<file path="src/design/thumbnail_cut_scorer_unit_defines.svh">
// assertion macros for the thumbnail cut scorer
`ifndef THUMBNAIL_CUT_SCORER_UNIT_DEFINES_SVH
`define THUMBNAIL_CUT_SCORER_UNIT_DEFINES_SVH

`ifndef SYNTHESIS
`define TCS_ASSERT(lbl, clk, rst_n, prop, msg) \
    lbl: assert property (@(posedge clk) disable iff (!rst_n) (prop)) \
        else $error(msg);
`define TCS_ASSERT_NEVER(lbl, clk, rst_n, cond, msg) \
    `TCS_ASSERT(lbl, clk, rst_n, !(cond), msg)
`else
`define TCS_ASSERT(lbl, clk, rst_n, prop, msg)
`define TCS_ASSERT_NEVER(lbl, clk, rst_n, cond, msg)
`endif

`endif

</file>
<file path="src/design/thumbcut_pkg.sv">
package thumbcut_pkg;

    localparam int MEAN_W         = 16;
    localparam int DEFAULT_TARGET = 64;
    localparam int MIN_TARGET     = 16;
    localparam int BYTE_MAX       = 255;

    typedef enum logic [0:0] {
        CFG_TARGET    = 1'b0,
        CFG_THRESHOLD = 1'b1
    } t_cfg_addr;

    typedef enum logic {
        KIND_REGION  = 1'b0,
        KIND_SUMMARY = 1'b1
    } t_kind;

    typedef struct packed {
        logic insert;
        logic clear;
    } t_rank_ctrl;

endpackage

</file>
<file path="src/design/thumbcut_div.sv">
module thumbcut_div #(
    parameter int DW = 25,
    parameter int VW = 9
) (
    input  logic          i_clk,
    input  logic          i_rst_n,
    input  logic          i_start,
    input  logic [DW-1:0] i_dividend,
    input  logic [VW-1:0] i_divisor,
    output logic          o_done,
    output logic [DW-1:0] o_quotient
);

    localparam int CNTW = $clog2(DW + 1);

    logic [DW-1:0]   r_quo, n_quo;
    logic [VW-1:0]   r_rem, n_rem;
    logic [VW-1:0]   r_div, n_div;
    logic [CNTW-1:0] r_cnt, n_cnt;
    logic            r_done, n_done;

    logic [VW:0]     w_shift;
    logic [VW:0]     w_diff;
    logic            w_ge;

    // restoring division, one quotient bit a cycle
    always_comb begin
        w_shift = {r_rem, r_quo[DW-1]};
        w_ge    = w_shift >= {1'b0, r_div};
        w_diff  = w_shift - {1'b0, r_div};
        n_quo   = r_quo;
        n_rem   = r_rem;
        n_div   = r_div;
        n_cnt   = r_cnt;
        n_done  = 1'b0;
        if (i_start) begin
            n_quo = i_dividend;
            n_rem = '0;
            n_div = i_divisor;
            n_cnt = CNTW'(DW);
        end else if (r_cnt != '0) begin
            n_quo  = {r_quo[DW-2:0], w_ge};
            n_rem  = w_ge ? w_diff[VW-1:0] : w_shift[VW-1:0];
            n_cnt  = r_cnt - 1'b1;
            n_done = (r_cnt == CNTW'(1));
        end
    end

    always_ff @(posedge i_clk) begin
        r_quo <= n_quo;
        r_rem <= n_rem;
        r_div <= n_div;
        if (!i_rst_n) begin
            r_cnt  <= '0;
            r_done <= 1'b0;
        end else begin
            r_cnt  <= n_cnt;
            r_done <= n_done;
        end
    end

    assign o_done     = r_done;
    assign o_quotient = r_quo;

endmodule

</file>
<file path="src/design/thumbcut_rank.sv">
module thumbcut_rank #(
    parameter  int TOP_COUNT = 3,
    localparam int RW        = $clog2(TOP_COUNT + 1),
    localparam int IW        = (TOP_COUNT > 1) ? $clog2(TOP_COUNT) : 1
) (
    input  logic                    i_clk,
    input  logic                    i_rst_n,
    input  thumbcut_pkg::t_rank_ctrl i_ctrl,
    input  logic [15:0]             i_mean,
    input  logic [IW-1:0]           i_rd_idx,
    output logic [15:0]             o_rd_mean,
    output logic [RW-1:0]           o_seen
);

    import thumbcut_pkg::*;

    logic [MEAN_W-1:0] r_top [TOP_COUNT];
    logic [MEAN_W-1:0] n_top [TOP_COUNT];
    logic [RW-1:0]     r_seen, n_seen;
    logic [TOP_COUNT-1:0] w_take;

    // entries kept in descending order, new mean goes to the first place it beats
    always_comb begin
        for (int i = 0; i < TOP_COUNT; i++) begin
            w_take[i] = (RW'(i) >= r_seen) || (i_mean > r_top[i]);
        end
        for (int i = 0; i < TOP_COUNT; i++) begin
            n_top[i] = r_top[i];
            if (i_ctrl.insert && w_take[i]) begin
                if (i == 0) begin
                    n_top[i] = i_mean;
                end else if (!w_take[i-1]) begin
                    n_top[i] = i_mean;
                end else begin
                    n_top[i] = r_top[i-1];
                end
            end
        end
        n_seen = r_seen;
        if (i_ctrl.clear) begin
            n_seen = '0;
        end else if (i_ctrl.insert && (r_seen != RW'(TOP_COUNT))) begin
            n_seen = r_seen + 1'b1;
        end
    end

    always_ff @(posedge i_clk) begin
        for (int i = 0; i < TOP_COUNT; i++) begin
            r_top[i] <= n_top[i];
        end
        if (!i_rst_n) begin
            r_seen <= '0;
        end else begin
            r_seen <= n_seen;
        end
    end

    assign o_rd_mean = r_top[i_rd_idx];
    assign o_seen    = r_seen;

endmodule

</file>
<file path="src/design/thumbnail_cut_scorer_unit.sv">
// Sampled mean absolute difference of two gray thumbnails, region by region, for scene-cut
// detection. Each input item carries one pair of bytes; a region result (kind 0) follows the
// last byte of every region and a summary (kind 1, tlast) follows the last byte of a set.
// Everything runs through one shared restoring divider that produces one quotient bit per
// cycle, so the item rate is set by that divider and a small sequencer: an ordinary byte
// passes S_IDLE and S_SAMPLE, the first byte of a region adds the stride division, a region
// end adds the mean division, and a set end adds the sum of the kept means and the score
// division. The divider width is 17+FRAC_BITS bits at the default sizes.
// s_axis_tready is low while an item is being worked on; a finished result waits in the
// output register without holding up the next item unless that item has a result too.
// Users write configuration via the cfg port only while idle; the block does not enforce it.
`include "thumbnail_cut_scorer_unit_defines.svh"

module thumbnail_cut_scorer_unit #(
    parameter int MAX_SAMPLES = 256,
    parameter int TOP_COUNT   = 3,
    parameter int FRAC_BITS   = 8
) (
    input  logic                     i_clk,
    input  logic                     i_rst_n,
    input  logic                     i_cfg_we,
    input  thumbcut_pkg::t_cfg_addr  i_cfg_addr,
    input  logic [15:0]              i_cfg_wdata,
    input  logic                     s_axis_tvalid,
    output logic                     s_axis_tready,
    // left_byte, right_byte, region_length
    input  logic [31:0]              s_axis_tdata,
    // set_end
    input  logic                     s_axis_tlast,
    // region_end
    input  logic                     s_axis_tuser,
    output logic                     m_axis_tvalid,
    input  logic                     m_axis_tready,
    // region_delta, is_hit, score, hit_count, zero fill
    output logic [55:0]              m_axis_tdata,
    // last
    output logic                     m_axis_tlast,
    // kind
    output logic                     m_axis_tuser
);

    import thumbcut_pkg::*;

    localparam int TW        = $clog2(MAX_SAMPLES + 1);
    localparam int COUNT_MAX = 2 * MAX_SAMPLES - 1;
    localparam int CW        = $clog2(2 * MAX_SAMPLES);
    localparam int SUM_MAX   = COUNT_MAX * BYTE_MAX;
    localparam int SW        = $clog2(SUM_MAX + 1);
    localparam int RW        = $clog2(TOP_COUNT + 1);
    localparam int IW        = (TOP_COUNT > 1) ? $clog2(TOP_COUNT) : 1;
    localparam int ACW       = MEAN_W + RW;
    localparam int MDW       = SW + FRAC_BITS;
    localparam int DW        = (MDW > ACW) ? MDW : ACW;
    localparam int VW0       = (CW > RW) ? CW : RW;
    localparam int VW        = (VW0 > TW) ? VW0 : TW;
    localparam int CAP_RAW   = BYTE_MAX << FRAC_BITS;
    localparam int CAP_INT   = (CAP_RAW > 65535) ? 65535 : CAP_RAW;
    localparam logic [DW-1:0] MEAN_CAP = DW'(CAP_INT);

    typedef enum logic [3:0] {
        S_IDLE,
        S_DIV_STRIDE,
        S_SAMPLE,
        S_MEAN_GO,
        S_DIV_MEAN,
        S_REGION,
        S_PUT_REGION,
        S_SUM,
        S_SCORE_GO,
        S_DIV_SCORE,
        S_PUT_SUM
    } t_state;

    // configuration
    logic [9:0]  r_target;
    logic [15:0] r_threshold;

    always_ff @(posedge i_clk) begin
        if (!i_rst_n) begin
            r_target    <= 10'(DEFAULT_TARGET);
            r_threshold <= '0;
        end else if (i_cfg_we) begin
            unique case (i_cfg_addr)
                CFG_TARGET:    r_target    <= i_cfg_wdata[9:0];
                CFG_THRESHOLD: r_threshold <= i_cfg_wdata;
                default:       r_target    <= r_target;
            endcase
        end
    end

    logic [10:0]   w_tgt_a;
    logic [10:0]   w_tgt_b;
    logic [TW-1:0] w_target;

    always_comb begin
        w_tgt_a = (r_target == '0) ? 11'(DEFAULT_TARGET) : {1'b0, r_target};
        w_tgt_b = (w_tgt_a < 11'(MIN_TARGET)) ? 11'(MIN_TARGET) : w_tgt_a;
        if (w_tgt_b > 11'(MAX_SAMPLES)) begin
            w_tgt_b = 11'(MAX_SAMPLES);
        end
        w_target = w_tgt_b[TW-1:0];
    end

    // state
    t_state          r_state, n_state;
    logic            r_started, n_started;
    logic [15:0]     r_pos, n_pos;
    logic [15:0]     r_next, n_next;
    logic [15:0]     r_stride, n_stride;
    logic [SW-1:0]   r_sum, n_sum;
    logic [CW-1:0]   r_cnt_s, n_cnt_s;
    logic [15:0]     r_tally, n_tally;
    logic [RW-1:0]   r_idx, n_idx;
    logic [7:0]      r_lb, n_lb;
    logic [7:0]      r_rb, n_rb;
    logic            r_rend, n_rend;
    logic            r_send, n_send;
    logic [15:0]     r_mean, n_mean;
    logic            r_hit, n_hit;
    logic [ACW-1:0]  r_acc, n_acc;
    logic            r_out_valid, n_out_valid;
    t_kind           r_out_kind, n_out_kind;
    logic [15:0]     r_out_delta, n_out_delta;
    logic            r_out_hit, n_out_hit;
    logic [15:0]     r_out_score, n_out_score;
    logic [15:0]     r_out_hits, n_out_hits;
    logic            r_out_last, n_out_last;

    logic            w_in_acc;
    logic            w_out_free;
    logic            w_out_load;
    logic [7:0]      w_absd;
    logic [SW:0]     w_sum_add;
    logic            w_div_start;
    logic [DW-1:0]   w_div_dividend;
    logic [VW-1:0]   w_div_divisor;
    logic            w_div_done;
    logic [DW-1:0]   w_div_q;
    t_rank_ctrl      w_rank_ctrl;
    logic [15:0]     w_rd_mean;
    logic [RW-1:0]   w_seen;
    logic            w_div_wait;
    logic [SW+7:0]   w_sum_bound;

    thumbcut_div #(
        .DW (DW),
        .VW (VW)
    ) u_div (
        .i_clk      (i_clk),
        .i_rst_n    (i_rst_n),
        .i_start    (w_div_start),
        .i_dividend (w_div_dividend),
        .i_divisor  (w_div_divisor),
        .o_done     (w_div_done),
        .o_quotient (w_div_q)
    );

    thumbcut_rank #(
        .TOP_COUNT (TOP_COUNT)
    ) u_rank (
        .i_clk     (i_clk),
        .i_rst_n   (i_rst_n),
        .i_ctrl    (w_rank_ctrl),
        .i_mean    (r_mean),
        .i_rd_idx  (r_idx[IW-1:0]),
        .o_rd_mean (w_rd_mean),
        .o_seen    (w_seen)
    );

    assign s_axis_tready = (r_state == S_IDLE);
    assign w_in_acc      = s_axis_tvalid && s_axis_tready;
    assign w_out_free    = !r_out_valid || m_axis_tready;

    always_comb begin
        w_absd    = (r_lb > r_rb) ? (r_lb - r_rb) : (r_rb - r_lb);
        w_sum_add = {1'b0, r_sum} + (SW + 1)'(w_absd);

        n_state     = r_state;
        n_started   = r_started;
        n_pos       = r_pos;
        n_next      = r_next;
        n_stride    = r_stride;
        n_sum       = r_sum;
        n_cnt_s     = r_cnt_s;
        n_tally     = r_tally;
        n_idx       = r_idx;
        n_lb        = r_lb;
        n_rb        = r_rb;
        n_rend      = r_rend;
        n_send      = r_send;
        n_mean      = r_mean;
        n_hit       = r_hit;
        n_acc       = r_acc;
        n_out_valid = r_out_valid && !m_axis_tready;
        n_out_kind  = r_out_kind;
        n_out_delta = r_out_delta;
        n_out_hit   = r_out_hit;
        n_out_score = r_out_score;
        n_out_hits  = r_out_hits;
        n_out_last  = r_out_last;

        w_out_load     = 1'b0;
        w_div_start    = 1'b0;
        w_div_dividend = '0;
        w_div_divisor  = '0;
        w_rank_ctrl    = '0;

        unique case (r_state)
            S_IDLE: begin
                if (w_in_acc) begin
                    n_lb   = s_axis_tdata[7:0];
                    n_rb   = s_axis_tdata[15:8];
                    n_rend = s_axis_tuser;
                    n_send = s_axis_tlast;
                    if (!r_started) begin
                        w_div_start    = 1'b1;
                        w_div_dividend = DW'(s_axis_tdata[31:16]);
                        w_div_divisor  = VW'(w_target);
                        n_state        = S_DIV_STRIDE;
                    end else begin
                        n_state = S_SAMPLE;
                    end
                end
            end
            S_DIV_STRIDE: begin
                if (w_div_done) begin
                    n_stride  = (w_div_q == '0) ? 16'd1 : w_div_q[15:0];
                    n_started = 1'b1;
                    n_state   = S_SAMPLE;
                end
            end
            S_SAMPLE: begin
                if (r_pos == r_next) begin
                    n_sum = (w_sum_add > (SW + 1)'(SUM_MAX)) ? SW'(SUM_MAX)
                                                             : w_sum_add[SW-1:0];
                    if (r_cnt_s < CW'(COUNT_MAX)) begin
                        n_cnt_s = r_cnt_s + 1'b1;
                    end
                    n_next = r_next + r_stride;
                end
                n_pos   = r_pos + 16'd1;
                n_state = (r_rend || r_send) ? S_MEAN_GO : S_IDLE;
            end
            S_MEAN_GO: begin
                if (r_cnt_s != '0) begin
                    w_div_start    = 1'b1;
                    w_div_dividend = DW'(r_sum) << FRAC_BITS;
                    w_div_divisor  = VW'(r_cnt_s);
                    n_state        = S_DIV_MEAN;
                end else begin
                    n_mean  = '0;
                    n_state = S_REGION;
                end
            end
            S_DIV_MEAN: begin
                if (w_div_done) begin
                    n_mean  = (w_div_q > MEAN_CAP) ? MEAN_CAP[15:0] : w_div_q[15:0];
                    n_state = S_REGION;
                end
            end
            S_REGION: begin
                n_hit = (r_mean >= r_threshold);
                if (n_hit && (r_tally != 16'hFFFF)) begin
                    n_tally = r_tally + 16'd1;
                end
                w_rank_ctrl.insert = 1'b1;
                n_state            = S_PUT_REGION;
            end
            S_PUT_REGION: begin
                if (w_out_free) begin
                    w_out_load  = 1'b1;
                    n_out_valid = 1'b1;
                    n_out_kind  = KIND_REGION;
                    n_out_delta = r_mean;
                    n_out_hit   = r_hit;
                    n_out_score = '0;
                    n_out_hits  = '0;
                    n_out_last  = 1'b0;
                    n_started   = 1'b0;
                    n_pos       = '0;
                    n_next      = '0;
                    n_stride    = '0;
                    n_sum       = '0;
                    n_cnt_s     = '0;
                    n_idx       = '0;
                    n_acc       = '0;
                    n_state     = r_send ? S_SUM : S_IDLE;
                end
            end
            S_SUM: begin
                if (r_idx < w_seen) begin
                    n_acc = r_acc + ACW'(w_rd_mean);
                    n_idx = r_idx + 1'b1;
                end else if (w_seen == '0) begin
                    n_mean  = '0;
                    n_state = S_PUT_SUM;
                end else begin
                    n_state = S_SCORE_GO;
                end
            end
            S_SCORE_GO: begin
                w_div_start    = 1'b1;
                w_div_dividend = DW'(r_acc);
                w_div_divisor  = VW'(w_seen);
                n_state        = S_DIV_SCORE;
            end
            S_DIV_SCORE: begin
                if (w_div_done) begin
                    n_mean  = w_div_q[15:0];
                    n_state = S_PUT_SUM;
                end
            end
            S_PUT_SUM: begin
                if (w_out_free) begin
                    w_out_load        = 1'b1;
                    n_out_valid       = 1'b1;
                    n_out_kind        = KIND_SUMMARY;
                    n_out_delta       = '0;
                    n_out_hit         = 1'b0;
                    n_out_score       = r_mean;
                    n_out_hits        = r_tally;
                    n_out_last        = 1'b1;
                    n_tally           = '0;
                    w_rank_ctrl.clear = 1'b1;
                    n_state           = S_IDLE;
                end
            end
            default: begin
                n_state = S_IDLE;
            end
        endcase
    end

    always_ff @(posedge i_clk) begin
        r_lb        <= n_lb;
        r_rb        <= n_rb;
        r_rend      <= n_rend;
        r_send      <= n_send;
        r_mean      <= n_mean;
        r_hit       <= n_hit;
        r_acc       <= n_acc;
        r_out_kind  <= n_out_kind;
        r_out_delta <= n_out_delta;
        r_out_hit   <= n_out_hit;
        r_out_score <= n_out_score;
        r_out_hits  <= n_out_hits;
        r_out_last  <= n_out_last;
        if (!i_rst_n) begin
            r_state     <= S_IDLE;
            r_started   <= 1'b0;
            r_pos       <= '0;
            r_next      <= '0;
            r_stride    <= '0;
            r_sum       <= '0;
            r_cnt_s     <= '0;
            r_tally     <= '0;
            r_idx       <= '0;
            r_out_valid <= 1'b0;
        end else begin
            r_state     <= n_state;
            r_started   <= n_started;
            r_pos       <= n_pos;
            r_next      <= n_next;
            r_stride    <= n_stride;
            r_sum       <= n_sum;
            r_cnt_s     <= n_cnt_s;
            r_tally     <= n_tally;
            r_idx       <= n_idx;
            r_out_valid <= n_out_valid;
        end
    end

    assign m_axis_tvalid = r_out_valid;
    assign m_axis_tdata  = {7'd0, r_out_hits, r_out_score, r_out_hit, r_out_delta};
    assign m_axis_tlast  = r_out_last;
    assign m_axis_tuser  = r_out_kind;

    assign w_div_wait  = (r_state == S_DIV_STRIDE) || (r_state == S_DIV_MEAN) ||
                         (r_state == S_DIV_SCORE);
    assign w_sum_bound = (SW + 8)'(r_cnt_s) * (SW + 8)'(BYTE_MAX);

    // divider results only turn up where the sequencer waits for them
    `TCS_ASSERT(a_div_done_state, i_clk, i_rst_n, w_div_done |-> w_div_wait, "stray divider result")
    `TCS_ASSERT_NEVER(a_no_overwrite, i_clk, i_rst_n, w_out_load && !w_out_free, "result overwritten")
    `TCS_ASSERT(a_count_bound, i_clk, i_rst_n, r_cnt_s <= CW'(COUNT_MAX), "sample count too high")
    `TCS_ASSERT(a_sum_bound, i_clk, i_rst_n, (SW + 8)'(r_sum) <= w_sum_bound, "sum too large")

endmodule
</file>
<file path="config.mk">
export PLATFORM = sky130hd
export DESIGN_NAME = thumbnail_cut_scorer_unit
export DESIGN_NICKNAME = d
export VERILOG_FILES = /design/src/design/thumbcut_pkg.sv /design/src/design/thumbcut_div.sv /design/src/design/thumbcut_rank.sv /design/src/design/thumbnail_cut_scorer_unit.sv
export VERILOG_INCLUDE_DIRS = /design/src /design/src/design
export SDC_FILE = /design/constraint.sdc
export NUM_CORES = 1
export LEC_CHECK = 0
export BUFFER_PORTS_ARGS = -buffer_cell sky130_fd_sc_hd__buf_4
export CAP_MARGIN = 15
export CORE_UTILIZATION = 50
export CTS_CLUSTER_DIAMETER = 150
export DETAILED_ROUTE_END_ITERATION = 12
export GPL_TIMING_DRIVEN = 0
export PLACE_DENSITY = 0.68
export SLEW_MARGIN = 20
export SYNTH_ARGS = -nofsm -noshare
export SYNTH_HDL_FRONTEND = slang
export SYNTH_SLANG_ARGS = --single-unit
</file>
<file path="constraint.sdc">
create_clock -name i_clk -period 7.6 [get_ports i_clk]
set_clock_uncertainty 0.2 [all_clocks]
set_input_delay 1.52 -clock i_clk [delete_from_list [all_inputs] [get_ports i_clk]]
set_output_delay 1.52 -clock i_clk [all_outputs]
set_load 0.05 [all_outputs]
</file>
==> impl_metrics.toml, run 1 <==
[hold_path]
hold_depth = 2
hold_class = "reg2reg"

[synth]
netlist_instances = 1963
seq_area_frac_synth_pct = 44.56
avgSynthCellArea_sq_um = 9.623
synthFlopType = "edfxtp_1"
syn_area_sq_mm = 0.01889
ys_warn_count = 0
ys_types = 81
ys_ff_latch = 328
synth-edff-count = 185
synthArstFlopShare_pct = 0

[cts]
cts-root-buf = "clkbuf_16"
post_cts_resized = 0
numCtsBuffers = 38
cts_tree = "done"
htreeDepth = 2
postCtsSetupBuffers = 0
cts.hold.buffers_added = 0
cts.clk_slew.worst_paths_ns = 0.06
cts_num_sinks = 328
clockBufferDepth = 3
clk_latency_ns = 0.57

[setup_path]
r2r_cells = 21
critPathBufInv = 2
worstSetupPathDepth = 21
required_ns = 7.82
critical-path-top-delay-family = "compound AO/OA/AOI/OAI gates"
path_max_fanout = 9
cp_slowest_stage_delay_ns = 0.63
cp.arrival_ns = 6.02
endpoint_kind = "register"
startpoint_type = "register"
slowest_stage = "o41ai_4"
crit_type = "reg2reg"
crit_chain = "inv_1 -> ha_1 -> inv_1 -> fa_1 -> a21oi_1 -> o211ai_1 -> o41ai_4 -> mux2i_1 -> a21boi_0 -> o21ai_0 -> a21oi_1 -> xnor2_1 -> ha_1 -> a2111o_1 -> a311o_1 -> nand4_2 -> or3b_1 -> a211oi_2 -> nand2_1 -> nand2_1 -> o21ai_0"

[layout]
area_delta_synth_final_pct = 14.56
diodes = 0
nFillCells = 3154
final_area_sq_mm = 0.02164
instances_no_fill = 2652
nets = 2320
drive_gt1_share_pct = 10.38
multi_input_area_sq_mm = 0.009618
regArea_sq_mm = 0.008418

[timing]
final.setup.tns_ns = 0
slew_headroom_pct = 31.32
fin_hold_ws_ns = 0.2593
worstMarginPinSlew_ns = 1.028
fin_crit_sh_pct = 76.29
setup_viol = 0
maxSlewViolCount = 0
max_freq_ghz = 0.1725
hold_viol = 0
rsz0062_at_grt = "no"
finalCriticalPeriod_ns = 5.798
worst_slack_ns = 1.802

[floorplan]
start_util_pct = 51.23
die_x_um = 196.4
core_sq_mm = 0.03687
std_cell_rows = 70
die_area_sq_mm = 0.03856
dieHeight_um = 196.4
ioPinCount = 116

[placement]
hpwlAfterDp_um = 37930
placed_cells = 2584
pre_cts_ws_ns = 1.830
io_buffers = 107
gp_congestion = 0.9453
postPlaceCellArea_sq_mm = 0.02045

[grt]
grt_pass1_wl_um = 79220
grt_pass1_vias = 14800
antenna_found_initial = 0
grt_usage_pct = 26.31
met3_usage_pct = 4.158
busiest_layer = "met2"
met1_usage_pct = 35.28
grt_max_degree = 26
grt_overflow = 0
grtUsageMet2_pct = 42.46

[power_and_ir_drop]
clkPwrFrac_pct = 27.6
p_int_w = 0.004092
switching_share_pct = 36.88
power_frac_seq_pct = 38.5
power_leakage_nw = 8.551
power_density_mw_per_mm2 = 299.6
combinationalPowerShare_pct = 33.9
switchingPower_w = 0.002391
vdd_drop_max_uv = 217.9

[drt]
drt_drc_violations_left = 0
first_pass_iters = 6
wl_um = 50510
drt-initial-drc-count = 1172
routed_via_density = 5.868
vias = 15560
routedWlPerCell_um = 19.05
detail-route-antenna-nets = 0

[flow_run]
cap_violations = 0

[outcome]
status = "finished clean"
## worst register-to-register path, stage by stage (launching register included)
cell and delay, ns:
edfxtp_1 0.39, inv_1 0.07, ha_1 0.14, inv_1 0.06
fa_1 0.38, a21oi_1 0.17, o211ai_1 0.16, o41ai_4 0.63
mux2i_1 0.35, a21boi_0 0.31, o21ai_0 0.12, a21oi_1 0.18
xnor2_1 0.10, ha_1 0.27, a2111o_1 0.43, a311o_1 0.38
nand4_2 0.19, or3b_1 0.40, a211oi_2 0.23, nand2_1 0.16
nand2_1 0.23, o21ai_0 0.12
## stage by stage
| stage | power [W] | util (%) |
|---|---|---|
| global placement | 0.004634 | 55.18 |
| finish | 0.006483 | 58.69 |
| CTS | 0.006491 | 58.69 |
| floorplan | 0.004038 | - |
| global route | 0.006861 | 58.69 |
| detailed placement | 0.004697 | 55.45 |
## worst paths after layout
check,start,end,slack (ns)
worst max register to register,r_lb[0]$_DFFE_PP_,r_sum[5]$_SDFFE_PN0P_,1.80
worst max-delay path,r_lb[0]$_DFFE_PP_,r_sum[5]$_SDFFE_PN0P_,1.80
worst min register to register,u_div.r_rem[8]$_SDFFE_PP0P_,u_div.r_rem[8]$_SDFFE_PP0P_,0.26
worst min-delay path,u_div.r_rem[8]$_SDFFE_PP0P_,u_div.r_rem[8]$_SDFFE_PP0P_,0.26
## logic make-up after synthesis
logic type / synth area share (%)
AO/OA/AOI/OAI: 17.31
flip-flops: 44.56
buffers and inverters: 4.769
adder cells (fa/ha/maj): 9.776
XOR/XNOR: 3.663
AND/OR/NAND/NOR: 17.50
other: 0.01985
multiplexers: 2.404
## layout by cell type, fill, tap and decap left out, types with 46 or more instances in the layout
| master | instances |
|---|---|
| ha_1 | 138 |
| clkbuf_1 | 82 |
| a21oi_1 | 88 |
| nand3_1 | 75 |
| and2_1 | 76 |
| xor2_1 | 46 |
| buf_4 | 116 |
| nand2_1 | 191 |
| edfxtp_1 | 185 |
| dfxtp_1 | 143 |
| o21ai_0 | 94 |
| nor2_1 | 108 |
| inv_1 | 137 |
## routing by layer
layer	up-vias	wire, um	part of all wire, %
li1	7453	-	-
met5	-	0	0
met4	0	1932	3.8
met2	567	23020	46
met3	107	3579	7.1
met1	7435	21980	44
## registers in the layout, indices dropped and copies added (netlist names), 17 cells and up, named ones only
register / flops
u_div.o_quotient: 25
r_acc: 18
u_rank.r_top: 48
r_sum: 17
## synth_stat cells, types with 4 or more instances
| master | number | area share, % |
|---|---|---|
| and3_1 | 20 | 0.66 |
| a2111oi_0 | 4 | 0.19 |
| o21a_1 | 25 | 0.99 |
| a31oi_1 | 24 | 0.79 |
| o22ai_1 | 17 | 0.56 |
| o211ai_1 | 13 | 0.52 |
| nand2b_1 | 19 | 0.63 |
| nor4_1 | 14 | 0.46 |
| nor3_1 | 31 | 0.82 |
| xor2_1 | 46 | 2.1 |
| and4_1 | 5 | 0.23 |
| ha_1 | 138 | 9.1 |
| nand3_1 | 75 | 2.0 |
| fa_1 | 6 | 0.64 |
| a22o_1 | 12 | 0.56 |
| mux2_2 | 19 | 1.1 |
| nor2b_1 | 41 | 1.4 |
| o21ai_1 | 4 | 0.11 |
| a21oi_1 | 90 | 2.4 |
| a222oi_1 | 19 | 1.0 |
| edfxtp_1 | 185 | 29 |
| clkbuf_1 | 77 | 1.5 |
| o31ai_1 | 5 | 0.20 |
| a211oi_1 | 17 | 0.68 |
| buf_4 | 9 | 0.36 |
| nand4_1 | 27 | 0.89 |
| inv_1 | 137 | 2.7 |
| a22oi_1 | 19 | 0.76 |
| xnor2_1 | 33 | 1.5 |
| a21o_1 | 32 | 1.3 |
| a21boi_0 | 43 | 1.7 |
| and2_1 | 76 | 2.5 |
| or3_1 | 21 | 0.70 |
| mux2i_1 | 24 | 1.3 |
| o21ai_0 | 94 | 2.5 |
| nor3b_1 | 7 | 0.28 |
| o31a_1 | 4 | 0.19 |
| or2_2 | 8 | 0.26 |
| nand2_1 | 191 | 3.8 |
| dfxtp_1 | 143 | 15 |
| nor2_1 | 109 | 2.2 |
| o21bai_1 | 7 | 0.28 |
| o311ai_0 | 17 | 0.79 |
## area by class of cell
type	count	area share (%)
Multi-Input combinational cell	1413	44.44
Clock inverter	24	0.9192
Clock buffer	44	4.596
Sequential cell	328	38.90
Tap cell	504	2.914
Inverter	137	2.376
Timing Repair Buffer	111	4.070
Buffer	91	1.786
## power groups by stage
stage,clock (W),combinational [W],sequential [W]
final,0.00179,0.00220,0.00249
after global routing,0.00188,0.00246,0.00252
after global placement,0,0.00212,0.00252
after floorplan,0,0.00160,0.00243
after detailed placement,0,0.00218,0.00252
after CTS,0.00182,0.00219,0.00249
(Power assumes the default switching activity.)
==> run 2, diff against run 1 <==
PLACE_DENSITY = 0.7   (was 0.68)
clock period = 5.1 ns   (was 7.6 ns; I/O delays follow)
==> run 2 against run 1 <==
The flow now finishes with violations (setup timing). Sequential share of layout area is 0.43 points lower. Combinational power increased by 66%. Non-clock buffer count rose by 16. First-iteration DRC count increased by 9.5%. Register-to-register slack worse by 1.9 ns. Setup slack worse by 1.9 ns. Critical endpoint is now r_sum[12]$_SDFFE_PN0P_. Highest routed layer unchanged.
==> impl_metrics.toml, run 2 (synthesis results as in run 1) <==
[outcome]
status = "complete, but fails checks"
violations = "setup timing"

[cts]
numCtsBuffers = 37
clockBufferDepth = 3
cts_tree = "done"
cts_num_sinks = 328
htreeDepth = 2
cts.clk_slew.worst_paths_ns = 0.06
cts.hold.buffers_added = 0
cts-root-buf = "clkbuf_16"
clk_latency_ns = 0.54

[power_and_ir_drop]
power_leakage_nw = 8.586
switchingPower_w = 0.003735
clkPwrFrac_pct = 25.7
p_int_w = 0.006222
switching_share_pct = 37.51
combinationalPowerShare_pct = 36.8
power_frac_seq_pct = 37.6
vdd_drop_max_uv = 366.8
power_density_mw_per_mm2 = 454.9

[setup_path]
startpoint_type = "register"
path_max_fanout = 7
cp_slowest_stage_delay_ns = 0.39
crit_chain = "ha_1 -> clkbuf_1 -> nand3_1 -> o32a_1 -> o41ai_4 -> buf_4 -> buf_12 -> mux2i_4 -> o221ai_2 -> a21oi_2 -> o21ai_2 -> xor2_2 -> ha_4 -> a2111o_1 -> a311o_1 -> buf_4 -> buf_4 -> nand2_2 -> xor2_2 -> o21ai_2 -> a21boi_2 -> a21oi_1 -> o21a_1"
critical-path-top-delay-family = "compound AO/OA/AOI/OAI gates"
crit_type = "reg2reg"
critPathBufInv = 5
endpoint_kind = "register"
slowest_stage = "o32a_1"
cp.arrival_ns = 5.42
r2r_cells = 23
worstSetupPathDepth = 23
required_ns = 5.34
crit_top_cell = "buf_4"

[layout]
final_cell_mix = "187 x nand2_1, 185 x edfxtp_1, 143 x dfxtp_1, 136 x inv_1, 135 x ha_1"
nets = 2335
drive_gt1_share_pct = 12.22
area_delta_synth_final_pct = 15.85
fin_util_pct = 59.35
largest_reg_flops = 48
mostFrequentLayoutCell = "nand2_1"
largest_register = "u_rank.r_top"

[hold_path]
hold_class = "reg2reg"
hold_depth = 2

[timing]
hold_viol = 0
final.setup.tns_ns = -0.5263
max_freq_ghz = 0.1928
finalCriticalPeriod_ns = 5.186
rsz0062_at_grt = "yes"
slew_headroom_pct = 29.29
worst_slack_ns = -0.08615
worstMarginPinSlew_ns = 1.058
setup_viol = 12
fin_crit_sh_pct = 101.7
maxSlewViolCount = 0

[drt]
routedWlPerCell_um = 19.42
drt_drc_violations_left = 0
routed_via_density = 5.804
vias = 15470
wl_um = 51760
first_pass_iters = 5
drt-initial-drc-count = 1283
detail-route-antenna-nets = 0

[floorplan]
ioPinCount = 116
die_area_sq_mm = 0.03856
dieHeight_um = 196.4
start_util_pct = 51.23
core_sq_mm = 0.03687
std_cell_rows = 70
die_x_um = 196.4

[grt]
grt_max_degree = 28
antenna_found_initial = 1
grt_overflow = 0
grt_usage_pct = 26.93
grt_pass1_vias = 14830
grt_pass1_wl_um = 80640

[placement]
gp_congestion = 0.9378
hpwlAfterDp_um = 38210
io_buffers = 107

[flow_run]
cap_violations = 0
run 2: cell types whose count changed in the layout (fill, tap and decap cells not counted), sizes merged:
cell,before,now
buf,125,142
bufinv,3,2
clkbuf,121,125
clkinv,18,9
clkinvlp,2,4
diode,0,1
run 2: tightest hold or removal path: stages (launching register included):
cell and delay [ns]:
dfxtp_1 0.31, nand2_1 0.05, a21boi_0 0.06
run 2: layout make-up:
type | instances | area [sq um]
diodes | 1 | 2.502
plain buffers | 90 | 384.1
clock buffers | 49 | 991.0
clock inverters | 16 | 141.4
fillers | 3147 | 14990
inverters | 137 | 514.2
multi-input cells | 1413 | 9793
flip-flops and latches | 328 | 8418
well taps | 504 | 630.6
repair buffers | 128 | 1010
run 2: repair_timing:
action | CTS | global route
pin swaps | 11 | 7
endpoints found under the setup margin | 17 | 19
endpoints found under the hold margin | 0 | 0
resized for setup | 24 | 20
setup buffers | 12 | 5
run 2: power groups by stage:
stage	logic (W)	clock network, W	registers [W]
floorplan	0.00239	0	0.00363
global placement	0.00315	0	0.00377
detailed placement	0.00325	0	0.00377
CTS	0.00344	0.00260	0.00372
global route	0.00403	0.00269	0.00377
finish	0.00366	0.00256	0.00374
run 2: worst paths after layout:
check | startpoint | end | slack, ns
max | r_rb[4]$_DFFE_PP_ | r_sum[12]$_SDFFE_PN0P_ | -0.09
max reg2reg | r_rb[4]$_DFFE_PP_ | r_sum[12]$_SDFFE_PN0P_ | -0.09
min | r_threshold[3]$_SDFFE_PN0P_ | r_threshold[3]$_SDFFE_PN0P_ | 0.26
min reg2reg | r_threshold[3]$_SDFFE_PN0P_ | r_threshold[3]$_SDFFE_PN0P_ | 0.26
run 2: stage by stage:
stage          total power (W)  setup WS, ns  hold slack, ns  std cells  cell area (sq um)
2_1_floorplan         0.006017       0.07561          0.2323       1969              18910
3_3_place_gp          0.006921       -0.5916          0.2430       2580              20350
3_5_place_dp          0.007022       -0.7660          0.2535       2584              20440
4_1_cts               0.009758      0.002779          0.2625       2660              21740
5_1_grt                0.01049       -0.2711          0.2887       2665              21880
6_report              0.009956      -0.08615          0.2616       2666              21880
run 2: layer usage:
metal | part of all wire (%) | wire, um | up-vias | GRT usage (%)
met2 | 45 | 23400 | 556 | 42.55
met4 | 3.4 | 1762 | 0 | 11.26
li1 | - | - | 7473 | -
met1 | 44 | 22590 | 7357 | 36.40
met5 | 0 | 0 | - | 0
met3 | 7.8 | 4014 | 88 | 4.825
